### src/sv/mme_pkg.sv
// Package for the matrix multiply engine: command codes, field widths,
// parameter defaults and the pipeline tag and result types.
// No dependencies.
package mme_pkg;

   // Field widths fixed by the item format
   localparam int CMD_W  = 2;
   localparam int IDX_W  = 3;
   localparam int DATA_W = 32;

   // Default matrix dimensions
   localparam int ROWS_DEF  = 4;
   localparam int INNER_DEF = 4;
   localparam int COLS_DEF  = 4;

   // Command codes
   localparam logic [CMD_W-1:0] CMD_WRITE_FIRST  = 2'd0;
   localparam logic [CMD_W-1:0] CMD_WRITE_SECOND = 2'd1;
   localparam logic [CMD_W-1:0] CMD_MULTIPLY     = 2'd2;

   // Tag that travels with each multiply-accumulate term
   typedef struct packed {
      logic             vld;
      logic             first;
      logic             last_k;
      logic             a_ok;
      logic             b_ok;
      logic [IDX_W-1:0] row;
      logic [IDX_W-1:0] col;
      logic             last_elem;
   } mme_tag_type;

   // Finished product element from the datapath
   typedef struct packed {
      logic              vld;
      logic [IDX_W-1:0]  row;
      logic [IDX_W-1:0]  col;
      logic [DATA_W-1:0] product;
      logic              last;
   } mme_res_type;

endpackage

### src/sv/mme_mac.sv
// Multiply-accumulate datapath: multiplies the two read operands, then
// accumulates the terms of one product element. Depends on mme_pkg.
module mme_mac import mme_pkg::*; (
   input  logic              clock,
   input  logic              reset,
   input  mme_tag_type       issue_tag,
   input  logic [DATA_W-1:0] a_rdata,
   input  logic [DATA_W-1:0] b_rdata,
   output mme_res_type       res
);

   mme_tag_type       tag1_ff, tag2_ff;
   logic [DATA_W-1:0] opa, opb;
   logic [DATA_W-1:0] prod_in, prod_ff;
   logic [DATA_W-1:0] acc_in, acc_ff;

   // Align the tag with the RAM read data, then with the product
   always_ff @(posedge clock) begin
      if (reset) begin
         tag1_ff <= '0;
         tag2_ff <= '0;
      end else begin
         tag1_ff <= issue_tag;
         tag2_ff <= tag1_ff;
      end
   end

   // Entries never written read as zero
   assign opa     = tag1_ff.a_ok ? a_rdata : '0;
   assign opb     = tag1_ff.b_ok ? b_rdata : '0;
   // Keep the low word of the product: wraps modulo 2^32
   assign prod_in = opa * opb;

   always_ff @(posedge clock) begin
      prod_ff <= prod_in;
   end

   // Restart the sum on the first term, otherwise add on
   assign acc_in = tag2_ff.first ? prod_ff : acc_ff + prod_ff;

   always_ff @(posedge clock) begin
      if (tag2_ff.vld) begin
         acc_ff <= acc_in;
      end
   end

   // Hand out the element on its final term
   assign res.vld     = tag2_ff.vld && tag2_ff.last_k;
   assign res.row     = tag2_ff.row;
   assign res.col     = tag2_ff.col;
   assign res.product = acc_in;
   assign res.last    = tag2_ff.last_elem;

endmodule

### config.mk
export PLATFORM = sky130hd
export DESIGN_NAME = mme_mac
export DESIGN_NICKNAME = d
export VERILOG_FILES = /design/src/sv/mme_pkg.sv /design/src/sv/mme_mac.sv
export SDC_FILE = /design/constraint.sdc
export NUM_CORES = 1
export LEC_CHECK = 0
export ABC_AREA = 1
export BUFFER_PORTS_ARGS = -buffer_cell sky130_fd_sc_hd__buf_2
export CAP_MARGIN = 5
export CORE_ASPECT_RATIO = 1.2
export CORE_MARGIN = 4
export CORE_UTILIZATION = 30
export DETAILED_ROUTE_END_ITERATION = 10
export HOLD_SLACK_MARGIN = 0.15
export RECOVER_POWER = 100
export REMOVE_ABC_BUFFERS = 1
export SLEW_MARGIN = 20
export SYNTH_ARGS = -nofsm -noshare
export SYNTH_HDL_FRONTEND = slang
export SYNTH_SLANG_ARGS = --single-unit
### constraint.sdc
create_clock -name clock -period 10.48 [get_ports clock]
set_clock_uncertainty 0.15 [all_clocks]
set_input_delay 1.572 -clock clock [delete_from_list [all_inputs] [get_ports clock]]
set_output_delay 1.572 -clock clock [all_outputs]
set_load 0.02 [all_outputs]
==> impl_metrics.json <==
{
  "status": "complete, but fails checks",
  "violations": "max-capacitance violations, max-slew violations",
  "syn_to_final_growth_pct": 8.38,
  "clock_latency_ns": 0.36,
  "synthArstFlopShare_pct": 0,
  "slew_headroom_pct": -39.0,
  "r2r_end": "prod_ff[29]",
  "wl_per_cell_um": 18.1,
  "root_buffer": "clkbuf_16",
  "met2_length_mm": 31.4,
  "layout-drive-gt1-share_pct": 5.87,
  "clock.fmax_ghz": 0.111,
  "synthFlopType": "dfxtp_1",
  "drt.antenna.violating_nets": 0,
  "reg2reg_slack_ns": 2.01,
  "place_congestion": 0.975,
  "peakVddDrop_mv": 0.0929,
  "gr-total-overflow": 0,
  "period_minus_slack_ns": 8.97,
  "ys_warn_count": 0,
  "syn_inst": 2590,
  "reg2reg_from": "tag1_ff[7]",
  "final_util_pct": 33.0,
  "end_kind": "flip-flop",
  "m1WireLength_mm": 25.7,
  "worstPathArrival_ns": 9.11,
  "antenna_found_initial": 4,
  "die_w_um": 246,
  "drv_slew": 95,
  "worstPathMaxFanout": 15,
  "postSynthAreaPerCell_um2": 7.90,
  "numCtsBuffers": 9,
  "cts-resized-gates": 0,
  "final-setup-viol-count": 0,
  "setup_tns_ns": 0,
  "yosys_register_bits": 86,
  "leakage_nw": 11.0,
  "ys_types": 44,
  "netlist_area_um2": 20500,
  "ys_seq_area_share_pct": 9.98,
  "power_density_nw_per_um2": 75.8,
  "totalPowerFinal_mw": 1.68,
  "die_height_um": 294,
  "cp.required_ns": 10.62,
  "drc": 0,
  "startpoint_type": "input pin",
  "dp_slack_ns": 1.19,
  "setup_ws_ns": 1.51,
  "nFillCells": 7268,
  "nets": 3309,
  "start_util_pct": 30.4,
  "portBuffers": 117,
  "hold_violations": 0,
  "regArea_um2": 2040,
  "hpwl_mm": 55.1,
  "cts_tree": "yes",
  "clock-sinks": 86,
  "hold_class": "reg -> reg",
  "ios": 118,
  "track_usage_pct": 17.9,
  "dr.first_iter.drc_count": 898,
  "fp.coreArea_um2": 67300,
  "postCtsHoldBufs": 0,
  "dr.max_layer_used": "met4",
  "holdPathEnd": "tag2_ff[10]",
  "viasPerCell": 4.71,
  "htree_levels": 3,
  "vias": 16800,
  "synth-edff-count": 32,
  "wl_mm": 64.9,
  "postCtsSetupRepairBufs": 0,
  "grt_pass1_vias": 17800,
  "cap_viol_max_count": 3,
  "grt_pass1_wl_mm": 99.6,
  "min_path_cells": 2,
  "wl_met3_mm": 4.26,
  "dieArea_um2": 72500,
  "multi_input_area_um2": 15900,
  "critical_path_class": "in -> reg",
  "worst_pin_slew_ns": 2.09,
  "drt-pass1-iter-count": 6,
  "clk_pin_slew_ns": 0.07,
  "clockBufferDepth": 2,
  "grt_max_degree": 46,
  "reg2regPathDepth": 27,
  "rsz0062_at_grt": "no",
  "num_rows": 104,
  "timing.final.crit_share_pct": 85.6,
  "min_from": "tag1_ff[10]"
}
[routing by layer]
layer	vias to the layer above	global-route usage, %
li1	7818	-
met1	8244	21.8
met2	617	30.5
met3	154	3.12
met4	0	9.04
met5	-	0
[power breakdown]
group          leakage (nW)  switching (mW)  internal [mW]  total, mW
combinational          10.1           0.624          0.290      0.915
sequential            0.742          0.0345          0.406      0.441
clock                 0.147           0.148          0.177      0.325
total                  11.0           0.806          0.874       1.68
[critical path, cell delays in order]
cell      delay (ns)
buf_2           0.10
nand2_1         0.56
clkinv_1        0.56
nand2_1         0.22
fa_1            0.46
fa_1            0.54
fa_1            0.55
inv_1           0.05
fa_1            0.42
fa_1            0.48
fa_1            0.57
fa_1            0.43
fa_1            0.46
ha_1            0.46
nand2_1         0.15
nor4_1          0.48
nand2_1         0.09
o211ai_1        0.41
nand2_1         0.10
nand3_1         0.13
nand2_1         0.06
nand2_1         0.07
xor2_1          0.18
[worst max-delay path by stage]
stage | start | to | slack, ns
4_1_cts | b_rdata[10] | prod_ff[28] | 1.56
2_1_floorplan | b_rdata[2] | prod_ff[28] | 2.50
3_5_place_dp | b_rdata[10] | prod_ff[28] | 1.19
6_report | b_rdata[9] | prod_ff[28] | 1.51
3_3_place_gp | b_rdata[9] | prod_ff[28] | 1.23
5_1_grt | b_rdata[10] | prod_ff[28] | 1.18
[synth_stat cells, types with 5 or more instances]
library cell	count	area (um2)
o21ai_0	51	255
a21oi_1	68	340
nand2_2	22	138
dfxtp_1	54	1080
ha_1	154	1930
o21bai_1	11	82.6
fa_1	409	8190
nand2_1	557	2090
buf_6	6	67.6
nor3_1	8	40.0
nand4_1	11	68.8
clkbuf_1	47	176
nor2_1	384	1440
a31oi_1	10	62.6
o21ai_1	5	25.0
edfxtp_1	32	961
buf_4	9	67.6
nand2_4	5	56.3
nand3b_1	11	82.6
or2_2	6	37.5
a21o_1	8	60.1
inv_2	14	52.6
nand3_1	50	250
xnor2_1	20	175
clkinv_1	12	45.0
xor2_1	37	324
inv_1	552	2070
[cells by family (layout without fill, tap and decap cells)]
| kind of cell | count (synthesis) | after routing | synth area share [%] |
|---|---|---|---|
| buffers and inverters | 643 | 726 | 12.3 |
| adder cells (fa/ha/maj) | 563 | 563 | 49.4 |
| AO/OA/AOI/OAI | 176 | 176 | 4.93 |
| XOR/XNOR | 57 | 57 | 2.44 |
| flip-flops | 86 | 86 | 9.98 |
| AND/OR/NAND/NOR | 1065 | 1065 | 21.0 |
| other | 0 | 1 | 0 |
[final cells by class]
class                           instances  area share, %
Multi-Input combinational cell       1861           71.7
Tap cell                              901           5.08
Clock inverter                          5          0.164
Clock buffer                           11           1.15
Sequential cell                        86           9.21
Timing Repair Buffer                  132           2.85
Inverter                              578           9.78
Antenna cell                            1         0.0113
[flip-flops by register name (all words and copies together), names as in the netlist]
name     flops
tag1_ff     12
acc_ff      32
tag2_ff      3
res          7
prod_ff     32
[placed cells by master, fill, tap and decap left out, drive strengths merged]
| master | instances |
|---|---|
| a211oi | 4 |
| a21boi | 3 |
| a21o | 8 |
| a21oi | 68 |
| a221oi | 3 |
| a31oi | 10 |
| buf | 86 |
| clkbuf | 57 |
| clkinv | 12 |
| dfxtp | 54 |
| diode | 1 |
| edfxtp | 32 |
| fa | 409 |
| ha | 154 |
| inv | 571 |
| nand2 | 584 |
| nand3 | 51 |
| nand3b | 11 |
| nand4 | 11 |
| nor2 | 390 |
| nor3 | 8 |
| nor4 | 3 |
| o2111ai | 2 |
| o211ai | 1 |
| o21a | 3 |
| o21ai | 57 |
| o21bai | 11 |
| o311ai | 1 |
| o31a | 1 |
| o31ai | 4 |
| or2 | 7 |
| xnor2 | 20 |
| xor2 | 37 |
[through the flow]
stage / cells / instance area [um2] / hold WS (ns)
2_1_floorplan: 2525 / 20100 / 0.238
6_report: 3575 / 22200 / 0.252
3_3_place_gp: 3558 / 22000 / 0.239
3_5_place_dp: 3558 / 22000 / 0.245
4_1_cts: 3574 / 22200 / 0.254
5_1_grt: 3574 / 22200 / 0.275
Note: power is estimated with default switching activity, not from simulation.
