===== config.mk =====
export PLATFORM = sky130hd
export DESIGN_NAME = mme_ram
export DESIGN_NICKNAME = d
export VERILOG_FILES = /design/src/sv/mme_ram.sv
export SDC_FILE = /design/constraint.sdc
export NUM_CORES = 1
export LEC_CHECK = 0
export BUFFER_PORTS_ARGS = -buffer_cell sky130_fd_sc_hd__buf_2
export CAP_MARGIN = 10
export CORE_UTILIZATION = 45
export CTS_CLUSTER_DIAMETER = 40
export DETAILED_ROUTE_END_ITERATION = 8
export PLACE_DENSITY_LB_ADDON = 0.08
export SYNTH_ARGS = -nofsm -noshare
export SYNTH_HDL_FRONTEND = slang
export SYNTH_SLANG_ARGS = --single-unit

===== constraint.sdc =====
create_clock -name clock -period 6.7 [get_ports clock]
set_input_delay 1.005 -clock clock [delete_from_list [all_inputs] [get_ports clock]]
set_output_delay 1.005 -clock clock [all_outputs]
set_load 0.03 [all_outputs]

===== src/sv/mme_ram.sv =====
// Generic single-write, single-read RAM with registered read data.
// No dependencies.
module mme_ram #(
   parameter int WIDTH = 32,
   parameter int DEPTH = 16,
   localparam int AW   = (DEPTH > 1) ? $clog2(DEPTH) : 1
) (
   input  logic             clock,
   input  logic             wr_en,
   input  logic [AW-1:0]    wr_addr,
   input  logic [WIDTH-1:0] wr_data,
   input  logic [AW-1:0]    rd_addr,
   output logic [WIDTH-1:0] rd_data
);

   logic [WIDTH-1:0] mem [DEPTH];
   logic [WIDTH-1:0] rd_data_ff;

   // Write port
   always_ff @(posedge clock) begin
      if (wr_en) begin
         mem[wr_addr] <= wr_data;
      end
   end

   // Registered read port
   always_ff @(posedge clock) begin
      rd_data_ff <= mem[rd_addr];
   end

   assign rd_data = rd_data_ff;

endmodule


==> flow_summary.toml, run 1 <==
[cts]
ctsHoldBuffers = 0
clkSinkCount = 544
cts.clk_slew.worst_paths_ns = 0.05
postCtsResizedCells = 0
post_cts_buffers = 0
clock_path_buffers = 3
cts_buffers = 75
ctsRootBufferMaster = "clkbuf_16"
cts_tree = "built"
htree_levels = 3
clock_latency_ns = 0.59

[placed_design]
io_buffer_count = 73
gp_congestion = 0.719
post-dp-hpwl_um = 20900
dp_cells = 1477

[sta]
maxSlewViolCount = 0
relSlewSlack = 0.443
hold_violations = 0
post-route-period-util = 0.423
setup_violations = 0
rsz0062_at_grt = "false"
tns_ns = 0
tightest_slew_ns = 0.836
fin_skew_ns = 0.0150
fmax_mhz = 353
min_period_ns = 2.83

[critical_path]
arrival_ns = 3.29
critical_path_class = "in2reg"
start_kind = "primary input"
critical_path.max_fanout = 66
r2r_end = "rd_data[20]$_DFF_P_"
r2r_setup_slack_ns = 5.35
reg2reg_from = "mem[11][20]$_DFFE_PP_"
crit_path_end_kind = "register"
r2r.worst_path.cells = 3
cp.required_ns = 7.16

[die]
boundaryPins = 74
dieArea_um2 = 45000
die_w_um = 212
core-area_um2 = 43300
start_util = 0.459
fp-row-count = 76
die_h_um = 212

[synthesis]
ys_types = 18
synth_fp_nets = 880
yosysSeqAreaShare = 0.807
postSynthRegisterBits = 544
netlist_area_um2 = 19900
avgSynthCellArea_um2 = 23.7
yosysWarnings = 0
syn-instance-count = 838

[grt]
grt.total_usage = 0.207
grt_max_degree = 67
overflow = 0
antenna_found_initial = 2
grt_pass1_wl_um = 64900
grt_pass1_vias = 9876

[final_layout]
area_growth_pct = 19.5
nNetsFinal = 1011
multiInputGateArea_um2 = 3750
num-fill-cells = 3250
num_antenna_cells = 0
final_layout_size_suffix_gt1_frac = 0.365
fin_cells = 1616
regArea_um2 = 16000

[drt]
antenna_left = 0
wl_per_cell_um = 27.3
top_layer_used = "met5"
vias_per_cell = 5.62
routed-wl-met2_um = 21900
drt_pre_antenna_iters = 4
num_vias = 9084
met3WireLength_um = 2250
drc = 0
met1_length_um = 19100
drtIter0Drc = 684
wirelength_um = 44100

[hold_path]
worstHoldStart = "mem[13][24]$_DFFE_PP_"
hold_depth = 3
min_to = "rd_data[24]$_DFF_P_"
hold_path_class = "reg2reg"

[pwr]
power.density_nw_per_um2 = 351
leakage_nw = 7.76
peakVddDrop_mv = 0.206
finalPower_mw = 8.34

[flow_run]
maxCapViolations = 0

[outcome]
status = "finished clean"
registers in the layout, summed over array words and instances, names as in the netlist:
signal   cells
mem        512
rd_data     32
through the flow:
stage	utilization	hold slack (ns)	area, µm²	worst slack (ns)
2_1_floorplan	-	0.635	19900	2.52
3_3_place_gp	0.487	0.646	21100	3.19
3_5_place_dp	0.487	0.657	21100	3.18
4_1_cts	0.548	0.667	23700	3.80
5_1_grt	0.548	0.695	23700	3.63
6_report	0.548	0.663	23700	3.87
routing by layer:
layer  GRT usage  vias up
met4      0.0625        4
met5           0        -
met1       0.282     4876
li1            -     3866
met2       0.339      261
met3      0.0418       77
Yosys cell counts (all sizes together):
cell type,number,area (µm²)
a22oi,64,480
and2,1,6.26
buf,26,159
clkbuf,17,63.8
dfxtp,32,641
edfxtp,512,15400
mux4,128,2880
nand2,33,124
nand2b,2,12.5
nand3,1,5.00
nand3b,2,15.0
nor2,13,48.8
nor2b,2,12.5
nor3,4,20.0
or3b,1,8.76
report_power, final:
| part | switching [mW] | total, mW | leakage (nW) | internal, mW |
|---|---|---|---|---|
| combinational | 0.233 | 0.367 | 1.56 | 0.134 |
| clock | 1.51 | 4.14 | 1.31 | 2.63 |
| sequential | 0.0220 | 3.83 | 4.89 | 3.81 |
worst max-delay path by stage:
stage,startpoint,endpoint,slack (ns)
2_1_floorplan,wr_addr[2],mem[0][0]$_DFFE_PP_,2.52
3_3_place_gp,rd_addr[0],rd_data[10]$_DFF_P_,3.19
3_5_place_dp,rd_addr[0],rd_data[10]$_DFF_P_,3.18
4_1_cts,rd_addr[0],rd_data[9]$_DFF_P_,3.80
5_1_grt,rd_addr[0],rd_data[9]$_DFF_P_,3.63
6_report,rd_addr[0],rd_data[4]$_DFF_P_,3.87
worst max-delay path: stages:
cell and delay (ns):
clkbuf_8 0.62, buf_4 0.68, mux4_2 0.58, a22oi_1 0.22
nand2_1 0.08
final cells by class:
cell class / count / area share
flip-flops and latches: 544 / 0.675
multi-input cells: 251 / 0.158
clock buffers: 82 / 0.0833
well taps: 585 / 0.0308
clock inverters: 57 / 0.0295
repair buffers: 97 / 0.0235
kinds of logic after synthesis:
kind of cell           after synthesis  synth area share
buffers and inverters               43            0.0112
AND/OR/NAND/NOR                     59            0.0127
flip-flops                         544             0.807
multiplexers                       128             0.145
AO/OA/AOI/OAI                       64            0.0242
layout by cell type (no fill, tap or decap), types with 3 or more instances in the layout:
cell,Yosys,layout
buf_4,11,25
inv_6,0,10
edfxtp_1,512,512
bufinv_16,0,12
dfxtp_1,32,32
clkinv_1,0,6
nand2_1,33,33
a22oi_1,64,64
nor2_4,0,13
clkbuf_16,0,78
nor3_2,0,4
clkinv_4,0,10
clkinvlp_4,0,3
mux4_2,128,128
clkinv_2,0,12
clkbuf_1,17,3
buf_2,4,71
No activity file was read; power rests on OpenSTA's default activity.
==> inputs of run 2 (changes only) <==
ABC_AREA = 1   (was default)
clock period = 2.7 ns   (was 6.7 ns; I/O delays follow)
==> run 2 against run 1 <==
  * Die area increased by 14%
  * First-iteration DRC count is 59% higher
  * Sequential power up 150%
  * Count of clock-buffer cells in the layout is 13 higher
  * Synthesized cell count increased to 2.5 times the previous value
  * Worst setup slack got worse by 2.8 ns
  * Routed wire length grew 21%
  * Non-clock buffer count increased by 21
  * Power grew to 2.6 times the previous value
  * Sequential share of layout area fell by 7.6 points
  * Critical path type is now reg2out
  * Critical endpoint is now rd_data[27]
  * Largest power group unchanged
==> flow_summary.toml, run 2 <==
[synthesis]
yosysWarnings = 0
netlist_area_um2 = 22700
ys_types = 15
postSynthRegisterBits = 544
synth-edff-count = 512
ys.flop_type = "edfxtp_1"
yosys.area.top_type = "edfxtp_1"
netlist.area_leader.share = 0.676
synth_most_common_cell = "nand2_1"
avgSynthCellArea_um2 = 10.7
syn-instance-count = 2120
synth_common_cells = "nand2_1, edfxtp_1, inv_1"
synthArstFlopShare = 0
synth_area_leaders = "edfxtp_1, nand2_1, nand3_1"
synth_fp_nets = 2162
yosysSeqAreaShare = 0.705

[critical_path]
worst-path-buf-inv = 1
critical_path_class = "reg2out"
cp_slowest_cell = "dfxtp_1"
cp_top_family = "flip-flops"
crit_path_end_kind = "output pin"
max_stage_delay_ns = 0.37
cp_cell_sequence = "buf_2"
cp.required_ns = 2.30
reg2reg_from = "mem[1][10]$_DFFE_PP_"
arrival_ns = 1.19
startpoint = "rd_data[27]$_DFF_P_"
critical_path.max_fanout = 1
start_kind = "register"

[hold_path]
hold_path_class = "in2reg"
worstHoldStart = "wr_data[18]"

[cts]
cts_buffers = 82
postCtsResizedCells = 0
ctsHoldBuffers = 0
clkSinkCount = 544
post_cts_buffers = 0
cts_tree = "built"
clock_latency_ns = 0.61
clock_path_buffers = 3
ctsRootBufferMaster = "clkbuf_16"
htree_levels = 3
cts.clk_slew.worst_paths_ns = 0.05

[drt]
wl_per_cell_um = 18.1
drt_pre_antenna_iters = 7
drtIter0Drc = 1090
wirelength_um = 53500
antenna_left = 0
vias_per_cell = 4.91
num_vias = 14500
drc = 0

[die]
die_w_um = 227
start_util = 0.461
core-area_um2 = 49400
fp-row-count = 81
die_h_um = 227
boundaryPins = 74
dieArea_um2 = 51400

[final_layout]
final_util = 0.542
largest-register = "mem"
num_antenna_cells = 0
fin_cells = 2951
num-fill-cells = 4276
layout_commonest_cell = "nand2_1"
largest_reg_flops = 512
final_layout_size_suffix_gt1_frac = 0.122
area_growth_pct = 17.6
nNetsFinal = 2259
final_cell_mix = "nand2_1, edfxtp_1, inv_1"

[sta]
maxSlewViolCount = 0
tns_ns = 0
min_period_ns = 1.60
fin_skew_ns = 0.0111
fmax_mhz = 625
tightest_slew_ns = 0.981
rsz0062_at_grt = "false"
post-route-period-util = 0.592
setup_violations = 0
hold_slack_ns = 0.173
relSlewSlack = 0.345
hold_violations = 0

[grt]
grt_pass1_wl_um = 83400
grt_max_degree = 129
overflow = 0
antenna_found_initial = 1
grt_pass1_vias = 14200
grt.total_usage = 0.218

[pwr]
peakVddDrop_mv = 0.552
power.density_nw_per_um2 = 798
leakage_nw = 11.4

[outcome]
status = "finished clean"

[placed_design]
post-dp-hpwl_um = 27400
dp_cells = 2797
io_buffer_count = 73
gp_congestion = 0.752

[flow_run]
maxCapViolations = 0
-- run 2: logic make-up after synthesis --
family,share of synthesized area
buffers and inverters,0.0954
flip-flops,0.705
AND/OR/NAND/NOR,0.200
-- run 2: path summary, 6_finish.rpt --
| kind | end | slack [ns] | cells after the start |
|---|---|---|---|
| hold / removal | mem[5][18]$_DFFE_PP_ | 0.17 | 1 |
| setup / recovery | rd_data[27] | 1.10 | 1 |
| hold reg to reg | rd_data[15]$_DFF_P_ | 0.65 | 6 |
| setup reg to reg | rd_data[10]$_DFF_P_ | 1.68 | 6 |
-- run 2: through the flow --
step	instance area, µm²	worst slack [ns]	total power, mW
final	26700	1.10	21.3
after floorplan	22700	0.302	10.4
after global placement	23900	0.752	10.9
after detailed placement	23900	0.723	10.9
after CTS	26700	1.07	21.5
after global routing	26700	1.06	22.0
-- run 2: power by group --
group	internal, mW	total, mW	leakage [nW]	switching (mW)
Clock	6.60	10.6	1.36	4.03
Sequential	9.45	9.50	4.90	0.0529
Combinational	0.321	1.19	5.16	0.865
Total	16.4	21.3	11.4	4.95
-- run 2: cell type report --
class                           instances  area, µm²  area share
Sequential cell                       544      16000       0.599
Multi-Input combinational cell       1081       4670       0.175
Clock buffer                           95       2180      0.0817
Inverter                              390       1470      0.0551
Timing Repair Buffer                  118        942      0.0352
Tap cell                              664        831      0.0311
Clock inverter                         59        619      0.0232
-- run 2: per-layer routing --
metal / GRT usage / wire length, µm / up-vias
met5: 0 / 12 / -
met2: 0.343 / 24700 / 337
met3: 0.0447 / 2930 / 97
met1: 0.305 / 24700 / 6965
met4: 0.0634 / 1200 / 2
li1: - / - / 7077
